[config.mk]
export PLATFORM = sky130hd
export DESIGN_NAME = fan_speed_supervisor
export DESIGN_NICKNAME = d
export VERILOG_FILES = /design/src/hdl/fss_pkg.sv /design/src/hdl/fan_speed_supervisor.sv /design/src/hdl/fss_divider.sv
export SDC_FILE = /design/constraint.sdc
export NUM_CORES = 1
export LEC_CHECK = 0
export ABC_AREA = 1
export BUFFER_PORTS_ARGS = -buffer_cell sky130_fd_sc_hd__buf_2
export CORE_MARGIN = 4
export CORE_UTILIZATION = 35
export DETAILED_ROUTE_END_ITERATION = 7
export PLACE_DENSITY = 0.55
export SYNTH_ARGS = -nofsm -noshare
export SYNTH_HDL_FRONTEND = slang
export SYNTH_SLANG_ARGS = --single-unit
export TNS_END_PERCENT = 50
[constraint.sdc]
create_clock -name clk -period 23.7 [get_ports clk]
set_input_delay 4.74 -clock clk [delete_from_list [all_inputs] [get_ports clk]]
set_output_delay 4.74 -clock clk [all_outputs]
set_load 0.01 [all_outputs]
[src/hdl/fss_pkg.sv]
// ---------------------------------------------------------------------------
// fss_pkg
// Shared types, constants and the duty-to-rpm curve of the fan supervisor.
// ---------------------------------------------------------------------------
package fss_pkg;

	localparam int DEFAULT_PERIOD_BITS = 24;

	// duty curve, permille in, rpm out
	localparam int TABLE_POINTS = 13;
	localparam int SEG_W        = $clog2(TABLE_POINTS - 1);

	localparam logic [9:0] CURVE_DUTY [TABLE_POINTS] = '{
		10'd282, 10'd290, 10'd330, 10'd376, 10'd420, 10'd469, 10'd517,
		10'd573, 10'd634, 10'd695, 10'd761, 10'd829, 10'd910
	};
	localparam logic [11:0] CURVE_RPM [TABLE_POINTS] = '{
		12'd1480, 12'd1530, 12'd1700, 12'd1870, 12'd2040, 12'd2210, 12'd2380,
		12'd2550, 12'd2725, 12'd2890, 12'd3060, 12'd3240, 12'd3400
	};

	// running mean weight, a power of two
	localparam int MEAN_WEIGHT = 8;
	localparam int MEAN_SHIFT  = $clog2(MEAN_WEIGHT);
	localparam int MEAN_SUM_W  = 10 + MEAN_SHIFT + 1;

	localparam logic [9:0]  DUTY_MIN  = 10'd35;
	localparam logic [9:0]  DUTY_MAX  = 10'd950;
	localparam logic [11:0] RPM_MIN   = 12'd500;
	localparam logic [11:0] RPM_MAX   = 12'd3800;
	localparam logic [11:0] EMU_LOW   = 12'd1300;
	localparam logic [11:0] EMU_HIGH  = 12'd3450;
	localparam logic [9:0]  CMD_RESET = 10'd150;

	// 60 s * 1e9 / 25 ns / two pulses per revolution... folded into one numerator
	localparam int          NUM_BITS      = 31;
	localparam logic [30:0] RPM_NUMERATOR = 31'd1200000000;

	// interpolation numerator (dx * dy) stays below 2^15 for this curve
	localparam int INTERP_BITS = 15;

	// configuration register indexes
	localparam int REG_INDEX_W = 4;
	localparam int REG_DATA_W  = 12;
	localparam logic [REG_INDEX_W-1:0] REG_SILENT_ENTER  = 4'd0;
	localparam logic [REG_INDEX_W-1:0] REG_SILENT_EXIT   = 4'd1;
	localparam logic [REG_INDEX_W-1:0] REG_FAULT_DEV     = 4'd2;
	localparam logic [REG_INDEX_W-1:0] REG_RECOVER_DEV   = 4'd3;
	localparam logic [REG_INDEX_W-1:0] REG_RECOVER_MIN   = 4'd4;
	localparam logic [REG_INDEX_W-1:0] REG_STALL_RPM     = 4'd5;
	localparam logic [REG_INDEX_W-1:0] REG_SILENT_DUTY   = 4'd6;
	localparam logic [REG_INDEX_W-1:0] REG_FALLBACK_DUTY = 4'd7;

	typedef enum logic [1:0] {
		MODE_STANDARD = 2'd0,
		MODE_SILENT   = 2'd1,
		MODE_FALLBACK = 2'd2
	} mode_t;

	// divider status towards the sequencer
	typedef struct packed {
		logic busy;
		logic done;
	} div_stat_t;

endpackage

[src/hdl/fan_speed_supervisor.sv]
// A tick runs from acceptance to result through the sequencer states RPM_GO,
// RPM_WAIT, EMU_GO, EMU_WAIT and DECIDE: the shared restoring divider runs 31
// steps for the fan rpm and 15 for the curve interpolation; a duty outside the
// curve's range skips the second division. The next word can be accepted in
// the cycle after the result is registered. A new word is accepted only once
// the previous one has been handed to the output register, and the result
// then waits there while the next tick runs.
// ---------------------------------------------------------------------------
// fan_speed_supervisor
// GPU fan supervisor: sanitises the requested duty, measures fan rpm, emulates
// the tacho rpm from a duty curve and runs the standard/silent/fallback modes.
// ---------------------------------------------------------------------------
module fan_speed_supervisor
	import fss_pkg::*;
#(
	parameter int PERIOD_BITS = DEFAULT_PERIOD_BITS
) (
	input  logic                    clk,
	input  logic                    arst_n,
	input  logic                    in_valid,
	output logic                    in_stall,
	input  logic [9:0]              gpu_duty,
	input  logic [PERIOD_BITS-1:0]  tacho_period,
	output logic                    out_valid,
	input  logic                    out_stall,
	output logic [9:0]              fan_duty,
	output logic [11:0]             emulated_rpm,
	output logic [11:0]             fan_rpm,
	output logic signed [12:0]      rpm_deviation,
	output logic [1:0]              mode,
	input  logic                    cfg_valid,
	output logic                    cfg_ready,
	input  logic [REG_INDEX_W-1:0]  cfg_index,
	input  logic [REG_DATA_W-1:0]   cfg_data
);

	localparam int DIV_W = (PERIOD_BITS > NUM_BITS) ? PERIOD_BITS : NUM_BITS;
	localparam int CNT_W = $clog2(DIV_W + 1);

	typedef enum logic [5:0] {
		S_IDLE     = 6'b000001,
		S_RPM_GO   = 6'b000010,
		S_RPM_WAIT = 6'b000100,
		S_EMU_GO   = 6'b001000,
		S_EMU_WAIT = 6'b010000,
		S_DECIDE   = 6'b100000
	} state_t;

	state_t state_q;

	// configuration
	logic [9:0]  silent_enter_q, silent_exit_q, silent_duty_q, fallback_duty_q;
	logic [11:0] fault_dev_q, recover_dev_q, recover_min_q, stall_rpm_q;

	// control state
	mode_t      mode_q;
	logic [9:0] mean_q;
	logic [9:0] cmd_q;

	// per-tick working registers
	logic [9:0]             d_q;
	logic [PERIOD_BITS-1:0] period_q;
	logic [INTERP_BITS-1:0] interp_num_q;
	logic [9:0]             span_q;
	logic [11:0]            y0_q;
	logic                   below_q, above_q;
	logic [11:0]            rpm_q;
	logic [11:0]            emu_q;

	// output register
	logic        out_valid_q;
	logic [9:0]  out_duty_q;
	logic [11:0] out_emu_q, out_rpm_q;
	logic [12:0] out_dev_q;
	mode_t       out_mode_q;

	// divider
	logic             div_start;
	logic [DIV_W-1:0] div_num, div_den, div_quot;
	logic [CNT_W-1:0] div_steps;
	div_stat_t        div_stat;

	fss_divider #(.W(DIV_W)) u_div (
		.clk      (clk),
		.arst_n   (arst_n),
		.start    (div_start),
		.num      (div_num),
		.den      (div_den),
		.steps    (div_steps),
		.quotient (div_quot),
		.stat     (div_stat)
	);

	logic in_fire, decide_fire;
	assign in_stall    = (state_q != S_IDLE);
	assign in_fire     = in_valid && !in_stall;
	assign decide_fire = (state_q == S_DECIDE) && (!out_valid_q || !out_stall);
	assign cfg_ready   = 1'b1;

	// segment search: first segment whose upper point covers the duty
	logic [SEG_W-1:0] seg;
	always_comb begin
		seg = SEG_W'(TABLE_POINTS - 2);
		for (int i = TABLE_POINTS - 2; i >= 0; i--) begin
			if (d_q <= CURVE_DUTY[i+1]) begin
				seg = SEG_W'(i);
			end
		end
	end

	logic [9:0]  seg_dx, seg_span;
	logic [11:0] seg_dy;
	logic [21:0] seg_prod;
	assign seg_dx   = d_q - CURVE_DUTY[seg];
	assign seg_span = CURVE_DUTY[seg+SEG_W'(1)] - CURVE_DUTY[seg];
	assign seg_dy   = CURVE_RPM[seg+SEG_W'(1)] - CURVE_RPM[seg];
	assign seg_prod = seg_dx * seg_dy;

	always_comb begin
		div_start = 1'b0;
		div_num   = '0;
		div_den   = '0;
		div_steps = '0;
		if (state_q == S_RPM_GO) begin
			div_start = 1'b1;
			div_num   = DIV_W'(RPM_NUMERATOR) << (DIV_W - NUM_BITS);
			div_den   = DIV_W'(period_q);
			div_steps = CNT_W'(NUM_BITS);
		end else if (state_q == S_EMU_GO && !below_q && !above_q) begin
			div_start = 1'b1;
			div_num   = DIV_W'(interp_num_q) << (DIV_W - INTERP_BITS);
			div_den   = DIV_W'(span_q);
			div_steps = CNT_W'(INTERP_BITS);
		end
	end

	// rpm check on the raw quotient
	logic rpm_ok;
	assign rpm_ok = (period_q != '0) && (div_quot >= DIV_W'(RPM_MIN))
		&& (div_quot <= DIV_W'(RPM_MAX));

	// mode decision
	logic signed [13:0]    dev;
	logic [MEAN_SUM_W-1:0] mean_sum;
	logic [9:0]            mean_next;
	logic [9:0]            cmd_next;
	mode_t                 mode_next;

	assign dev       = $signed({2'b00, emu_q}) - $signed({2'b00, rpm_q});
	assign mean_sum  = MEAN_SUM_W'(mean_q) * MEAN_SUM_W'(MEAN_WEIGHT - 1) + MEAN_SUM_W'(d_q);
	assign mean_next = 10'(mean_sum >> MEAN_SHIFT);

	always_comb begin
		cmd_next  = cmd_q;
		mode_next = mode_q;
		unique case (mode_q)
			MODE_STANDARD: begin
				cmd_next = mean_next;
				if (dev > $signed({2'b00, fault_dev_q})) begin
					mode_next = MODE_FALLBACK;
				end else if (d_q < silent_enter_q) begin
					mode_next = MODE_SILENT;
				end
			end
			MODE_SILENT: begin
				cmd_next = silent_duty_q;
				if (rpm_q < stall_rpm_q) begin
					mode_next = MODE_FALLBACK;
				end else if (d_q > silent_exit_q) begin
					mode_next = MODE_STANDARD;
				end
			end
			default: begin
				// recovery keeps the previous command
				if (dev < $signed({2'b00, recover_dev_q}) && rpm_q > recover_min_q) begin
					mode_next = MODE_STANDARD;
				end else begin
					cmd_next  = fallback_duty_q;
					mode_next = MODE_FALLBACK;
				end
			end
		endcase
	end

	// sequencer
	always_ff @(posedge clk or negedge arst_n) begin
		if (!arst_n) begin
			state_q <= S_IDLE;
		end else begin
			unique case (state_q)
				S_IDLE:     if (in_fire) state_q <= S_RPM_GO;
				S_RPM_GO:   state_q <= S_RPM_WAIT;
				S_RPM_WAIT: if (div_stat.done) state_q <= S_EMU_GO;
				S_EMU_GO:   state_q <= (below_q || above_q) ? S_DECIDE : S_EMU_WAIT;
				S_EMU_WAIT: if (div_stat.done) state_q <= S_DECIDE;
				S_DECIDE:   if (decide_fire) state_q <= S_IDLE;
				default:    state_q <= S_IDLE;
			endcase
		end
	end

	// working registers
	always_ff @(posedge clk) begin
		if (in_fire) begin
			d_q      <= (gpu_duty < DUTY_MIN || gpu_duty > DUTY_MAX) ? DUTY_MAX : gpu_duty;
			period_q <= tacho_period;
		end
		if (state_q == S_RPM_GO) begin
			below_q      <= (d_q < CURVE_DUTY[0]);
			above_q      <= (d_q > CURVE_DUTY[TABLE_POINTS-1]);
			interp_num_q <= seg_prod[INTERP_BITS-1:0];
			span_q       <= seg_span;
			y0_q         <= CURVE_RPM[seg];
		end
		if (state_q == S_RPM_WAIT && div_stat.done) begin
			rpm_q <= rpm_ok ? div_quot[11:0] : RPM_MIN;
		end
		if (state_q == S_EMU_GO) begin
			emu_q <= below_q ? EMU_LOW : EMU_HIGH;
		end
		if (state_q == S_EMU_WAIT && div_stat.done) begin
			emu_q <= y0_q + div_quot[11:0];
		end
		if (decide_fire) begin
			out_duty_q <= cmd_next;
			out_emu_q  <= emu_q;
			out_rpm_q  <= rpm_q;
			out_dev_q  <= dev[12:0];
			out_mode_q <= mode_next;
		end
	end

	// control state, configuration and output valid
	always_ff @(posedge clk or negedge arst_n) begin
		if (!arst_n) begin
			mode_q          <= MODE_STANDARD;
			mean_q          <= '0;
			cmd_q           <= CMD_RESET;
			out_valid_q     <= 1'b0;
			silent_enter_q  <= 10'd310;
			silent_exit_q   <= 10'd350;
			fault_dev_q     <= 12'd500;
			recover_dev_q   <= 12'd100;
			recover_min_q   <= 12'd600;
			stall_rpm_q     <= 12'd500;
			silent_duty_q   <= 10'd150;
			fallback_duty_q <= 10'd900;
		end else begin
			if (decide_fire) begin
				mode_q      <= mode_next;
				mean_q      <= mean_next;
				cmd_q       <= cmd_next;
				out_valid_q <= 1'b1;
			end else if (!out_stall) begin
				out_valid_q <= 1'b0;
			end
			if (cfg_valid && cfg_ready) begin
				unique case (cfg_index)
					REG_SILENT_ENTER:  silent_enter_q  <= cfg_data[9:0];
					REG_SILENT_EXIT:   silent_exit_q   <= cfg_data[9:0];
					REG_FAULT_DEV:     fault_dev_q     <= cfg_data;
					REG_RECOVER_DEV:   recover_dev_q   <= cfg_data;
					REG_RECOVER_MIN:   recover_min_q   <= cfg_data;
					REG_STALL_RPM:     stall_rpm_q     <= cfg_data;
					REG_SILENT_DUTY:   silent_duty_q   <= cfg_data[9:0];
					REG_FALLBACK_DUTY: fallback_duty_q <= cfg_data[9:0];
					default: ;
				endcase
			end
		end
	end

	assign out_valid     = out_valid_q;
	assign fan_duty      = out_duty_q;
	assign emulated_rpm  = out_emu_q;
	assign fan_rpm       = out_rpm_q;
	assign rpm_deviation = $signed(out_dev_q);
	assign mode          = out_mode_q;

	// checks
	a_result_from_decide: assert property (@(posedge clk) disable iff (!arst_n)
		$rose(out_valid_q) |-> $past(state_q == S_DECIDE))
		else $error("result appeared outside the decide step");

	a_div_no_restart: assert property (@(posedge clk) disable iff (!arst_n)
		div_start |-> !div_stat.busy)
		else $error("divider restarted while busy");

	a_dev_consistent: assert property (@(posedge clk) disable iff (!arst_n)
		out_valid_q |-> out_dev_q == (13'(out_emu_q) - 13'(out_rpm_q)))
		else $error("deviation does not match emulated and fan rpm");

	a_rpm_range: assert property (@(posedge clk) disable iff (!arst_n)
		out_valid_q |-> (out_rpm_q >= RPM_MIN && out_rpm_q <= RPM_MAX))
		else $error("fan rpm outside clamp range");

endmodule

[src/hdl/fss_divider.sv]
// ---------------------------------------------------------------------------
// fss_divider
// Restoring divider, one quotient bit per clock, shared by the rpm and the
// curve interpolation. The numerator arrives left-aligned so that only the
// requested number of steps is run.
// ---------------------------------------------------------------------------
module fss_divider
	import fss_pkg::*;
#(
	parameter int W = NUM_BITS
) (
	input  logic                   clk,
	input  logic                   arst_n,
	input  logic                   start,
	input  logic [W-1:0]           num,
	input  logic [W-1:0]           den,
	input  logic [$clog2(W+1)-1:0] steps,
	output logic [W-1:0]           quotient,
	output div_stat_t              stat
);

	localparam int CNT_W = $clog2(W + 1);

	logic [CNT_W-1:0] cnt_q;
	logic             done_q;
	logic [W-1:0]     rem_q;
	logic [W-1:0]     num_q;
	logic [W-1:0]     den_q;

	logic [W:0] trial;
	logic [W:0] diff;
	logic       ge;

	assign trial = {rem_q, num_q[W-1]};
	assign diff  = trial - {1'b0, den_q};
	assign ge    = ~diff[W];

	always_ff @(posedge clk or negedge arst_n) begin
		if (!arst_n) begin
			cnt_q  <= '0;
			done_q <= 1'b0;
		end else begin
			done_q <= (cnt_q == CNT_W'(1));
			if (start) begin
				cnt_q <= steps;
			end else if (cnt_q != '0) begin
				cnt_q <= cnt_q - CNT_W'(1);
			end
		end
	end

	// quotient bits shift in behind the numerator
	always_ff @(posedge clk) begin
		if (start) begin
			rem_q <= '0;
			num_q <= num;
			den_q <= den;
		end else if (cnt_q != '0) begin
			rem_q <= ge ? diff[W-1:0] : trial[W-1:0];
			num_q <= {num_q[W-2:0], ge};
		end
	end

	assign quotient  = num_q;
	assign stat.busy = (cnt_q != '0);
	assign stat.done = done_q;

endmodule
---- Yosys cells after proc, flatten, opt, wreduce, memory -nomap -nowiden ----
Memories as Yosys holds them, arrays and structs flattened.
Index checks and enable logic that the tools add are counted.
operators by class
  add/sub/neg operators ................... 9
  $mul .................................... 2
  divide/modulo/power cells ............... 0
  $lt $le $gt $ge ......................... 25
  equal/unequal tests ..................... 21
  shift-type cells ........................ 0
  multiplexer cells ....................... 51
  bitwise logic cells ..................... 3
  reduce and logical (&&, ||, !) cells .... 32
operator list
  kind                                                               number
  2-to-1 mux 31 bit                                                  5
  2-to-1 mux 12 bit                                                  7
  less-or-equal comparator 10 bit (second input constant)            6
  2-to-1 mux 10 bit                                                  6
  less-or-equal comparator 10 x 9 -> 1 bit (second input constant)   5
  2-to-1 mux 4 bit                                                   9
  one-hot mux 6 bit (6 select lines)                                 1
  subtractor 32 x 31 -> 32 bit                                       1
  >= comparator 31 x 9 -> 1 bit (second input constant)              1
  less-or-equal comparator 31 x 12 -> 1 bit (second input constant)  1
  2-to-1 mux 6 bit                                                   5
  2-to-1 mux 24 bit                                                  1
  nonzero test 24 bit                                                1
  greater-than comparator 10 bit (second input constant)             2
  one-hot mux 10 bit (2 select lines)                                1
  subtractor 10 bit                                                  2
  equality test 4 x 3 -> 1 bit (second input constant)               4
  AND reduction 2 bit                                                8
  multiplier 10 x 12 -> 15 bit                                       1
  2-to-1 mux 5 bit                                                   3
  2-to-1 mux 2 bit                                                   7
  adder 13 x 10 -> 13 bit                                            1
  greater-than comparator 13 bit                                     1
  < comparator 13 bit                                                1
  other kinds (38)                                                   63
storage, ports and cells
  bits in registers ....................... 362
  latch bits .............................. 0
  RAM bits ................................ 0
  memory bits (read-only) ................. 704
  input port bits ......................... 55
  word-level logic and storage cells ...... 180
  memories ................................ 4
memory list
  name              words  width  read ports  clocked after Yosys merged registers in  write ports  line                         text
  (name not given)  16     12     1           0                                        0            fan_speed_supervisor.sv:213  y0_q <= CURVE_RPM[seg];
  (name not given)  16     12     1           0                                        0            fan_speed_supervisor.sv:116  assign seg_dy = CURVE_RPM[seg+SEG_W'(1)] - CURVE_RPM[seg];
  (name not given)  16     10     1           0                                        0            fan_speed_supervisor.sv:115  assign seg_span = CURVE_DUTY[seg+SEG_W'(1)] - CURVE_DUTY[seg];
  (name not given)  16     10     1           0                                        0            fan_speed_supervisor.sv:115

---- Longest topological paths before layout ----
Gate-level depths: netlist (run 1).
  depth after elaboration ................. 19
  depth in mapped cells ................... 64
  gate-level depth less buffers ........... 63

---- Cells and area by module ----
A second synthesis (run 1) with hierarchy kept.
unflattened totals
  cell total of the unflattened synthesis .. 3170
  area total of the unflattened synthesis .. 25400.6 µm²
by module, submodules not included
  module                times used  cells an instance  area an instance (µm²)
  fan_speed_supervisor  1           2184               18761.7
  fss_divider           1           986                6638.9

---- Worst setup path before layout (run 1) ----
No wires, ideal clock.
  path type ............................... register to register
  start ................................... register d_q[3]
  end ..................................... register interp_num_q[14] (data pin)
  setup time .............................. 0.249 ns
  arrival ................................. 8.497 ns
  path slack .............................. 14.954 ns
  stages on the path, launching flop included .. 58
  buffers on the path ..................... 1
  period minus slack after synthesis ...... 8.746 ns
  cell sequence ........................... edfxtp_1 -> buf_2 -> nand2_1 -> nor2_2 -> nand2_1 -> nand2_1 -> nand2_1 -> nand3_2 -> nand2_2 -> nand2_2 -> nand2_1 -> nand2_1 -> nand2_1 -> nand2_1 -> nand2_1 -> nand2_2 -> nand2_1 -> inv_2 -> [22 not listed] -> inv_1 -> ha_1 -> a21oi_1 -> o21ai_0 -> a21oi_1 -> nor2_1 -> o21ai_0 -> nand2_1 -> nand2_1 -> inv_1 -> o21ai_0 -> nand2_1 -> xor2_1 -> nand3_1 -> nand2_1 -> nand2_1 -> nand2_1 -> inv_1
between the ends
  longest elaborated chain between the ends .. 19
  elaborated cells between the ends (all ways) .. 37
  classes of those cells .................. add/sub (3); mul (1); order compare (11); mux (17); bitwise (2); memory (3)
ends and longest elaborated chain
  what                                                   line                         text
  start, declared                                        fan_speed_supervisor.sv:61   logic [9:0] d_q;
  start signal, assigned                                 fan_speed_supervisor.sv:205  d_q <= (gpu_duty < DUTY_MIN || gpu_duty > DUTY_MAX) ? DUTY_MAX : gpu_duty;
  less-or-equal comparator 10 bit                        fan_speed_supervisor.sv:105  if (d_q <= CURVE_DUTY[i+1]) begin
  2-to-1 mux 1 bit                                       fan_speed_supervisor.sv:105
  2-to-1 mux 2 bit (2 in series)                         fan_speed_supervisor.sv:105
  2-to-1 mux 4 bit (8 in series)                         fan_speed_supervisor.sv:105
  adder 4 x 1 -> 4 bit                                   fan_speed_supervisor.sv:116
  NOT 4 -> 5 bit (implied by the code)                   fan_speed_supervisor.sv:116
  memory read (16 x 12 bit)                              n/a
  2-to-1 mux 12 bit (implied by the code) (2 in series)  fan_speed_supervisor.sv:116
  subtractor 12 bit                                      fan_speed_supervisor.sv:116
  multiplier 10 x 12 -> 15 bit (*)                       fan_speed_supervisor.sv:117  assign seg_prod = seg_dx * seg_dy;
  named net seg_prod[14]                                 fan_speed_supervisor.sv:113  logic [21:0] seg_prod;
  end signal, assigned                                   fan_speed_supervisor.sv:211  interp_num_q <= seg_prod[INTERP_BITS-1:0];
  end, declared                                          fan_speed_supervisor.sv:63   logic [INTERP_BITS-1:0] interp_num_q;
The timed path passes the listed nets; every way through them passes the cells marked *. The select of a mux whose other input is x is not followed.
A chain may end at the register's enable or synchronous reset.

---- Worst setup path in the final report (run 1) ----
Ends and elaborated chain as after synthesis.

==> key figures, run 1 <==
Timing
  • Min Tclk post-route: 10670 ps
  • Worst slew pin tran: 1130 ps
  • Clock skew: 31.4 ps
  • Max Slew Vio Count: 0
  • Unrepaired setup endpoints after global routing: no
  • Finish-stage setup viols: 0
  • Crit share post-route: 45.0%
  • Final Hold Fails: 0
  • Setup TNS: 0 ps
  • Worst slew margin: 24.2%
  • F_max: 0.0937 GHz

Synthesis
  • Main synth FF type: edfxtp_1
  • Library cells used by synthesis: 59
  • Yosys top cell area share: 25.5%
  • Synthesized area: 23600 µm²
  • Mean post-synth cell area: 8.49 µm²
  • Share of the yosys chip area belonging to registers: 41.4%
  • Warnings from Yosys: 0
  • Ys async rst share: 34.7%
  • Synth area leaders: edfxtp_1, ha_1, nand2_1, dfrtp_1, inv_1
  • EDFF count, synth: 200
  • Mapped Cells: 2776
  • Seq cells post-synth: 354
  • Yosys top cell by area: edfxtp_1
  • Synthesized Nets: 3108

Critical path
  • Worst reg-to-reg path cell count: 58
  • CP required: 24010 ps
  • Crit-path most repeated cell: nand2_1
  • Max incr delay on CP: 720 ps
  • Reg2reg start: d_q[3]
  • Arr. time, crit path: 10980 ps
  • Reg2reg setup slack: 13030 ps
  • Setup crit start: d_q[3]
  • Reg2reg end: interp_num_q[14]
  • Crit path launch type: register
  • Crit Path Class: reg2reg
  • Crit path max-delay cell type: edfxtp_1
  • Element type at the critical path end: register
  • Max FO, Critical Path: 14

GRT
  • Number of global-route vias before repair: 18200
  • Global-route wire length before repair: 99300 µm
  • Total gr overflow: 0
  • Largest net degree at the start of global routing: 64
  • Total GRT Usage: 17.2%
  • Antenna violations before repair: 2

Final layout
  • Share of cells above drive strength 1: 10.2%
  • Post-route cell area: 26400 µm²
  • Layout net count: 3207
  • P&R area growth vs syn: 12.1%
  • Commonest non-fill, non-tap cell in the layout: nand2_1
  • Fin util: 39.9%
  • Commonest non-fill, non-tap cells in the layout: nand2_1, inv_1, o21ai_0

Placed design
  • Placed Area: 25000 µm²
  • DP HPWL: 47200 µm
  • Gpl congestion: 0.916
  • Port Buffers: 105

Die
  • Ports: 107
  • Site Rows: 94
  • Placeable Area: 66200 µm²
  • Die H: 268 µm
  • DIE AREA: 71600 µm²
  • Die width: 268 µm
  • Initial Utilization: 35.6%

Clock network
  • CTS tree: done
  • CTS-repair resized insts: 0
  • Clock latency at the later pin of the worst-skew pair: 570 ps
  • Total clock sinks: 354
  • Num CTS Buffers: 40
  • CTS max path bufs: 3
  • CTS H-tree depth: 2
  • Hold buffers post-CTS: 0
  • Setup bufs post-CTS: 0
  • Clock Pin Slew Worst Setup and Hold Paths: 60 ps
  • Root buf cell: clkbuf_16

Drt
  • Wire per inst: 16.3 µm
  • First DRT Iteration DRCs: 1320
  • Via density: 4.90
  • DRC Markers: 0
  • Total Wirelength: 61600 µm
  • Initial DRT Pass Iterations: 5
  • Routed Antenna Nets: 0
  • Vias: 18500

Worst hold path
  • Hold_sp: u_div.cnt_q[4]
  • Hold path cells: 1
  • Hold Path End: u_div.done_q
  • Worst hold path class: reg2reg

Job
  • Max-Cap Viols: 0

Outcome
  • Status: finished, final reports clean
## registers in the layout, indices dropped and copies added (netlist names), 11 cells and up
register	cells
fault_dev_q	12
rpm_deviation	13
rpm_q	12
stall_rpm_q	12
emu_q	12
interp_num_q	15
fan_rpm	12
emulated_rpm	12
y0_q	11
period_q	24
recover_dev_q	12
recover_min_q	12
u_div.den_q	24
u_div.quotient	31
u_div.rem_q	31
## worst max-delay path by stage
stage / slack (ps) / cells after the start / endpoint
6_report: 13030 / 58 / interp_num_q[14]
5_1_grt: 12230 / 56 / interp_num_q[14]
4_1_cts: 13120 / 58 / interp_num_q[14]
3_5_place_dp: 13190 / 58 / interp_num_q[14]
3_3_place_gp: 13390 / 56 / interp_num_q[14]
2_1_floorplan: 14950 / 57 / interp_num_q[14]
## critical path: cells and delay by family, from the launching register on
kind | cells | cell delay (ps)
AO/OA/AOI/OAI | 5 | 630
XOR/XNOR | 2 | 870
AND/OR/NAND/NOR | 30 | 3070
buffers and inverters | 12 | 1130
adder cells (fa/ha/maj) | 9 | 3980
flip-flops | 1 | 720
## cell usage after synthesis, drive strengths merged (15+ instances only)
library cell,instances
fa,82
clkbuf,44
or2,17
dfrtp,80
xor2,44
nand2,609
dfxtp,31
o211ai,17
xnor2,24
edfxtp,200
nor2,213
nor3,25
ha,195
buf,15
nand4,26
a21oi,154
dfstp,43
inv,525
nand3,103
o21ai,234
## cells by family (layout without fill, tap and decap cells)
family	count (synthesis)	count (layout)	synth area share, %
compound gates	472	472	11.2
xor+xnor	68	68	2.53
fa+ha+maj	277	277	17.3
buf+inv	589	720	9.50
flops	354	354	41.4
other cells	1	2	0.0159
simple gates	1015	1015	18.1
## layer usage
layer  up-vias  routed length [µm]  GRT usage, %  share of wire, %
li1       9179                   -             -                 -
met1      8810               29600          24.6                48
met2       400               27900          27.9                45
met3        79                2610          1.90               4.2
met4         0                1490          4.67               2.4
met5         -                   0             0                 0
## per-stage QoR
step | hold slack [ps] | instances | worst slack (ps)
floorplan | 426 | 2776 | 14950
global placement | 455 | 3697 | 13390
detailed placement | 456 | 3697 | 13190
CTS | 470 | 3771 | 13120
global route | 487 | 3772 | 12230
finish | 463 | 3772 | 13030
## area by class of cell
cell class,count,area (µm²)
Multi-Input combinational cell,1833,11600
Sequential cell,354,9760
Timing Repair Buffer,116,611
Tap cell,864,1080
Fill cell,6627,39800
Clock buffer,52,1120
Antenna cell,1,2.50
Clock inverter,22,259
Inverter,530,1990
Power of run 1 is left out: the tool's default activity adds up to more than one toggle a clock period on the data nets, which glitch-free logic cannot reach.
==> run 2, diff against run 1 <==
Clock period 23.7 ns to 10.7 ns, I/O delays scaled along.
==> run 2 against run 1 <==
Against the previous run: cell count is 0.80% higher; maximum frequency is 8.2% higher; setup slack worse by 12000 ps; worst hold slack better by 1.3 ps; critical path type unchanged.
==> key figures, run 2 (synthesis gave the netlist of run 1 again) <==
Outcome
  • Status: finished, final reports clean

GRT
  • Global-route wire length before repair: 98700 µm
  • Largest net degree at the start of global routing: 64
  • Total GRT Usage: 17.2%
  • Number of global-route vias before repair: 18100
  • Antenna violations before repair: 1
  • Total gr overflow: 0

Timing
  • F_max: 0.101 GHz
  • Clock skew: 32.6 ps
  • Max Slew Vio Count: 0
  • Min Tclk post-route: 9870 ps
  • Worst slew pin tran: 1130 ps
  • Finish-stage setup viols: 0
  • Final Hold Fails: 0
  • Worst slew margin: 24.5%
  • Setup ws final: 835 ps
  • Crit share post-route: 92.2%
  • Setup TNS: 0 ps
  • Unrepaired setup endpoints after global routing: no

Clock network
  • Num CTS Buffers: 39
  • CTS max path bufs: 3
  • Hold buffers post-CTS: 0
  • CTS H-tree depth: 2
  • Clock latency at the later pin of the worst-skew pair: 560 ps
  • Clock Pin Slew Worst Setup and Hold Paths: 60 ps
  • CTS tree: done
  • Total clock sinks: 354
  • Root buf cell: clkbuf_16

Critical path
  • WP buf/inv: 10
  • Crit Path Class: reg2reg
  • Max FO, Critical Path: 13
  • CP required: 11000 ps
  • Crit-path most repeated cell: nand2_1
  • Crit path max-delay family: adder cells
  • Max incr delay on CP: 570 ps
  • Arr. time, crit path: 10160 ps
  • Crit path max-delay cell type: edfxtp_1
  • Element type at the critical path end: register
  • Crit path launch type: register
  • Reg2reg start: d_q[8]
  • Setup crit start: d_q[8]

Final layout
  • P&R area growth vs syn: 13.0%
  • Share of cells above drive strength 1: 11.2%
  • Layout net count: 3238
  • Layout Cells excl Fill: 3802
  • Commonest non-fill, non-tap cells in the layout: nand2_1, inv_1, o21ai_0
  • Reg area: 9760 µm²
  • Commonest non-fill, non-tap cell in the layout: nand2_1
  • Fillers: 6630
  • Multi-input combinational cell area: 11600 µm²

Drt
  • Routed Antenna Nets: 0
  • Via density: 4.86
  • Initial DRT Pass Iterations: 5
  • First DRT Iteration DRCs: 1274
  • Total Wirelength: 61800 µm
  • Vias: 18500
  • DRC Markers: 0
  • Wire per inst: 16.3 µm

Die
  • Die width: 268 µm
  • Site Rows: 94
  • Placeable Area: 66200 µm²
  • Ports: 107
  • DIE AREA: 71600 µm²
  • Initial Utilization: 35.6%
  • Die H: 268 µm

Placed design
  • Place WS: 438 ps
  • DP HPWL: 47100 µm
  • Gpl congestion: 0.887
  • Port Buffers: 105
  • DP Cell Count: 3699

Worst hold path
  • Worst hold path class: reg2reg
  • Hold_sp: u_div.cnt_q[4]

Job
  • Max-Cap Viols: 0
==> run 2: changes by cell type in the layout (fill, tap and decap cells not counted), moves of 2 or more <==
| cell | before | now |
|---|---|---|
| buf_4 | 12 | 44 |
| clkbuf_1 | 7 | 4 |
| clkbuf_16 | 42 | 40 |
| clkbuf_8 | 3 | 1 |
| clkinv_1 | 8 | 10 |
| clkinv_2 | 6 | 8 |
| clkinvlp_2 | 0 | 2 |
| clkinvlp_4 | 4 | 1 |
| inv_6 | 1 | 3 |
==> run 2: repair_timing <==
| item | 4_1_cts | 5_1_grt |
|---|---|---|
| resized for setup | 0 | 4 |
| setup endpoints to repair | 0 | 2 |
| buffers inserted | 0 | 30 |
==> run 2: through the flow <==
step                      hold slack [ps]  instance area, µm²  utilization (%)
after floorplan                       426               23600                -
after CTS                             467               26400             39.9
after global placement                455               25100             37.8
after global routing                  488               26600             40.2
final                                 465               26600             40.2
after detailed placement              459               25100             37.8
==> run 2: worst paths after layout <==
kind | depth (start not counted) | to | slack (ps)
setup reg to reg | 54 | interp_num_q[14] | 830
setup / recovery | 54 | interp_num_q[14] | 830
max in group asynchronous | 2 | silent_duty_q[3] | 7670
min in group asynchronous | 1 | mean_q[4] | 1690
hold reg to reg | 1 | u_div.done_q | 460
hold / removal | 1 | u_div.done_q | 460
==> run 2: layout make-up <==
type | count | area share, %
inverter | 530 | 7.48
multi-input combinational | 1833 | 43.6
antenna | 1 | 0.00940
timing repair buffer | 148 | 3.19
sequential | 354 | 36.6
clock buffer | 45 | 3.87
clock inverter | 27 | 1.12
tap | 864 | 4.06
==> run 2: per-layer routing <==
| metal | up-vias | global-route usage, % | share of wire [%] |
|---|---|---|---|
| li1 | 9246 | - | - |
| met1 | 8743 | 24.8 | 48 |
| met2 | 418 | 27.9 | 46 |
| met3 | 77 | 2.05 | 4.6 |
| met4 | 0 | 3.95 | 1.9 |
| met5 | - | 0 | 0 |
==> run 2: worst reg2reg max path, delay by kind of cell (launching register included) <==
kind | cells | cell delay, ps
and+or+nand+nor | 26 | 2810
buffers and inverters | 10 | 850
DFF | 1 | 570
adders and majority gates | 9 | 3780
xor gates and xnor gates | 1 | 190
AOI/OAI and AO/OA | 8 | 1410
Power of run 2 is left out for the same reason.
==> run 3, diff against run 2 <==
Settings changed: ABC_AREA 1 to 0.
==> run 3 against run 2 <==
Against the previous run: clock skew decreased by 13 ps; largest cell class unchanged; critical path depth decreased by 16; maximum frequency decreased by 0.39%; highest routed layer unchanged.
==> key figures, run 3 <==
Critical path
  • Arr. time, crit path: 10220 ps
  • Crit-path most repeated cell: fa_1
  • Setup crit start: d_q[4]
  • Reg2reg setup slack: 800 ps
  • CP endpoint: interp_num_q[14]
  • Reg2reg end: interp_num_q[14]
  • Max FO, Critical Path: 17
  • CP required: 11010 ps
  • Crit Path Class: reg2reg
  • Element type at the critical path end: register
  • Reg2reg start: d_q[4]
  • Max incr delay on CP: 730 ps
  • Worst reg-to-reg path cell count: 38
  • Crit path max-delay cell type: edfxtp_1
  • Crit path launch type: register

Die
  • Ports: 107
  • Initial Utilization: 35.3%
  • Site Rows: 94
  • Die width: 265 µm
  • Placeable Area: 65700 µm²
  • DIE AREA: 70500 µm²
  • Die H: 265 µm

Timing
  • Unrepaired setup endpoints after global routing: no
  • Setup TNS: 0 ps
  • Worst slew margin: 21.2%
  • Final Hold Fails: 0
  • Setup ws final: 796 ps
  • Worst slew pin tran: 1180 ps
  • Finish-stage setup viols: 0
  • Min Tclk post-route: 9900 ps
  • F_max: 0.101 GHz
  • Max Slew Vio Count: 0
  • Clock skew: 19.4 ps
  • Crit share post-route: 92.6%

Synthesis
  • Yosys top cell area share: 25.9%
  • Share of the yosys chip area belonging to registers: 42.1%
  • Synthesized area: 23200 µm²
  • Ys async rst share: 34.7%
  • Main synth FF type: edfxtp_1
  • Mean post-synth cell area: 10.2 µm²
  • Seq cells post-synth: 354
  • Yosys top cell by area: edfxtp_1
  • Cell with the most instances after synthesis: inv_1
  • Synthesized Nets: 2605
  • Synth area leaders: edfxtp_1, ha_1, dfrtp_1, fa_1, dfstp_2
  • EDFF count, synth: 200
  • Post-synth top cells: inv_1, nand2_1, edfxtp_1
  • Warnings from Yosys: 0
  • Mapped Cells: 2273
  • Library cells used by synthesis: 83

Worst hold path
  • Hold_sp: emu_q[2]
  • Worst hold path class: reg2reg

Clock network
  • CTS H-tree depth: 2
  • CTS max path bufs: 3
  • Total clock sinks: 354
  • CTS-repair resized insts: 0
  • Clock latency at the later pin of the worst-skew pair: 560 ps
  • Root buf cell: clkbuf_16
  • Clock Pin Slew Worst Setup and Hold Paths: 80 ps
  • Num CTS Buffers: 38
  • CTS tree: done
  • Setup bufs post-CTS: 0
  • Hold buffers post-CTS: 0

Placed design
  • Place WS: 827 ps
  • Port Buffers: 105
  • Gpl congestion: 0.878
  • DP Cell Count: 3208
  • DP HPWL: 43700 µm

GRT
  • Total gr overflow: 0
  • Global-route wire length before repair: 92600 µm
  • Number of global-route vias before repair: 16900
  • Antenna violations before repair: 2
  • Largest net degree at the start of global routing: 73
  • Total GRT Usage: 16.3%

Final layout
  • Layout net count: 2730
  • P&R area growth vs syn: 12.8%
  • Share of cells above drive strength 1: 14.4%
  • Fin util: 39.8%
  • Commonest non-fill, non-tap cells in the layout: inv_1, nand2_1, edfxtp_1
  • Layout Cells excl Fill: 3291
  • Commonest non-fill, non-tap cell in the layout: inv_1

Drt
  • Vias: 16700
  • First DRT Iteration DRCs: 892
  • Wire per inst: 17.6 µm
  • DRC Markers: 0
  • Total Wirelength: 57800 µm
  • Routed Antenna Nets: 0
  • Via density: 5.08
  • Initial DRT Pass Iterations: 5

Job
  • Max-Cap Viols: 0

Outcome
  • Status: finished, final reports clean
## run 3: cell count changes in the layout (fill, tap and decap cells not counted), moves of 47 or more
cell      before  now
mux2_2         0   69
nand2b_1       0   54
nand2_1      588  225
nor2_1       206  136
inv_1        513  234
a21o_1         5   52
o21ai_0      231  108
nand3_1       96   35
## run 3: worst max-delay path, delay by kind of cell (launching register included)
kind                       cells  cell delay [ps]
adders and majority gates     10             4160
buffers and inverters          6              440
DFF                            1              730
xor gates and xnor gates       3              780
AOI/OAI and AO/OA             10             1990
and+or+nand+nor                9             1520
## run 3: cell families after synthesis
| family | Yosys count | share of synthesized area [%] |
|---|---|---|
| adders and majority gates | 279 | 17.7 |
| and+or+nand+nor | 648 | 13.5 |
| DFF | 354 | 42.1 |
| AOI/OAI and AO/OA | 472 | 12.7 |
| xor gates and xnor gates | 108 | 4.25 |
| buffers and inverters | 314 | 5.23 |
| other | 1 | 0.0162 |
| muxes | 97 | 4.56 |
## run 3: how the worst min path moves through the flow
stage | endpoint | slack [ps] | cells after the start
after detailed placement | emulated_rpm[2] | 470 | 0
after CTS | emulated_rpm[2] | 480 | 0
final | emulated_rpm[2] | 470 | 0
after floorplan | emulated_rpm[0] | 430 | 0
after global placement | emulated_rpm[0] | 460 | 0
after global routing | emulated_rpm[2] | 500 | 0
## run 3: area by class of cell
type	count	area [µm²]
diodes	1	2.50
clock buffers	55	1080
clock inverters	13	151
fillers	6361	39600
inverters	241	906
multi-input cells	1605	12300
flip-flops and latches	354	9760
well taps	864	1080
repair buffers	158	926
## run 3: per-stage QoR
step | hold WS, ps | cell area [µm²]
after floorplan | 426 | 23200
final | 472 | 26200
after detailed placement | 469 | 24800
after global placement | 458 | 24800
after CTS | 479 | 26100
after global routing | 495 | 26200
## run 3: per-layer routing
layer | track usage [%] | wire length (µm) | up-vias
met1 | 22.4 | 26900 | 8211
met2 | 26.9 | 27200 | 278
met5 | 0 | 0 | -
met4 | 4.84 | 1530 | 0
li1 | - | - | 8149
met3 | 2.30 | 2210 | 92
Power of run 3 is left out for the same reason.
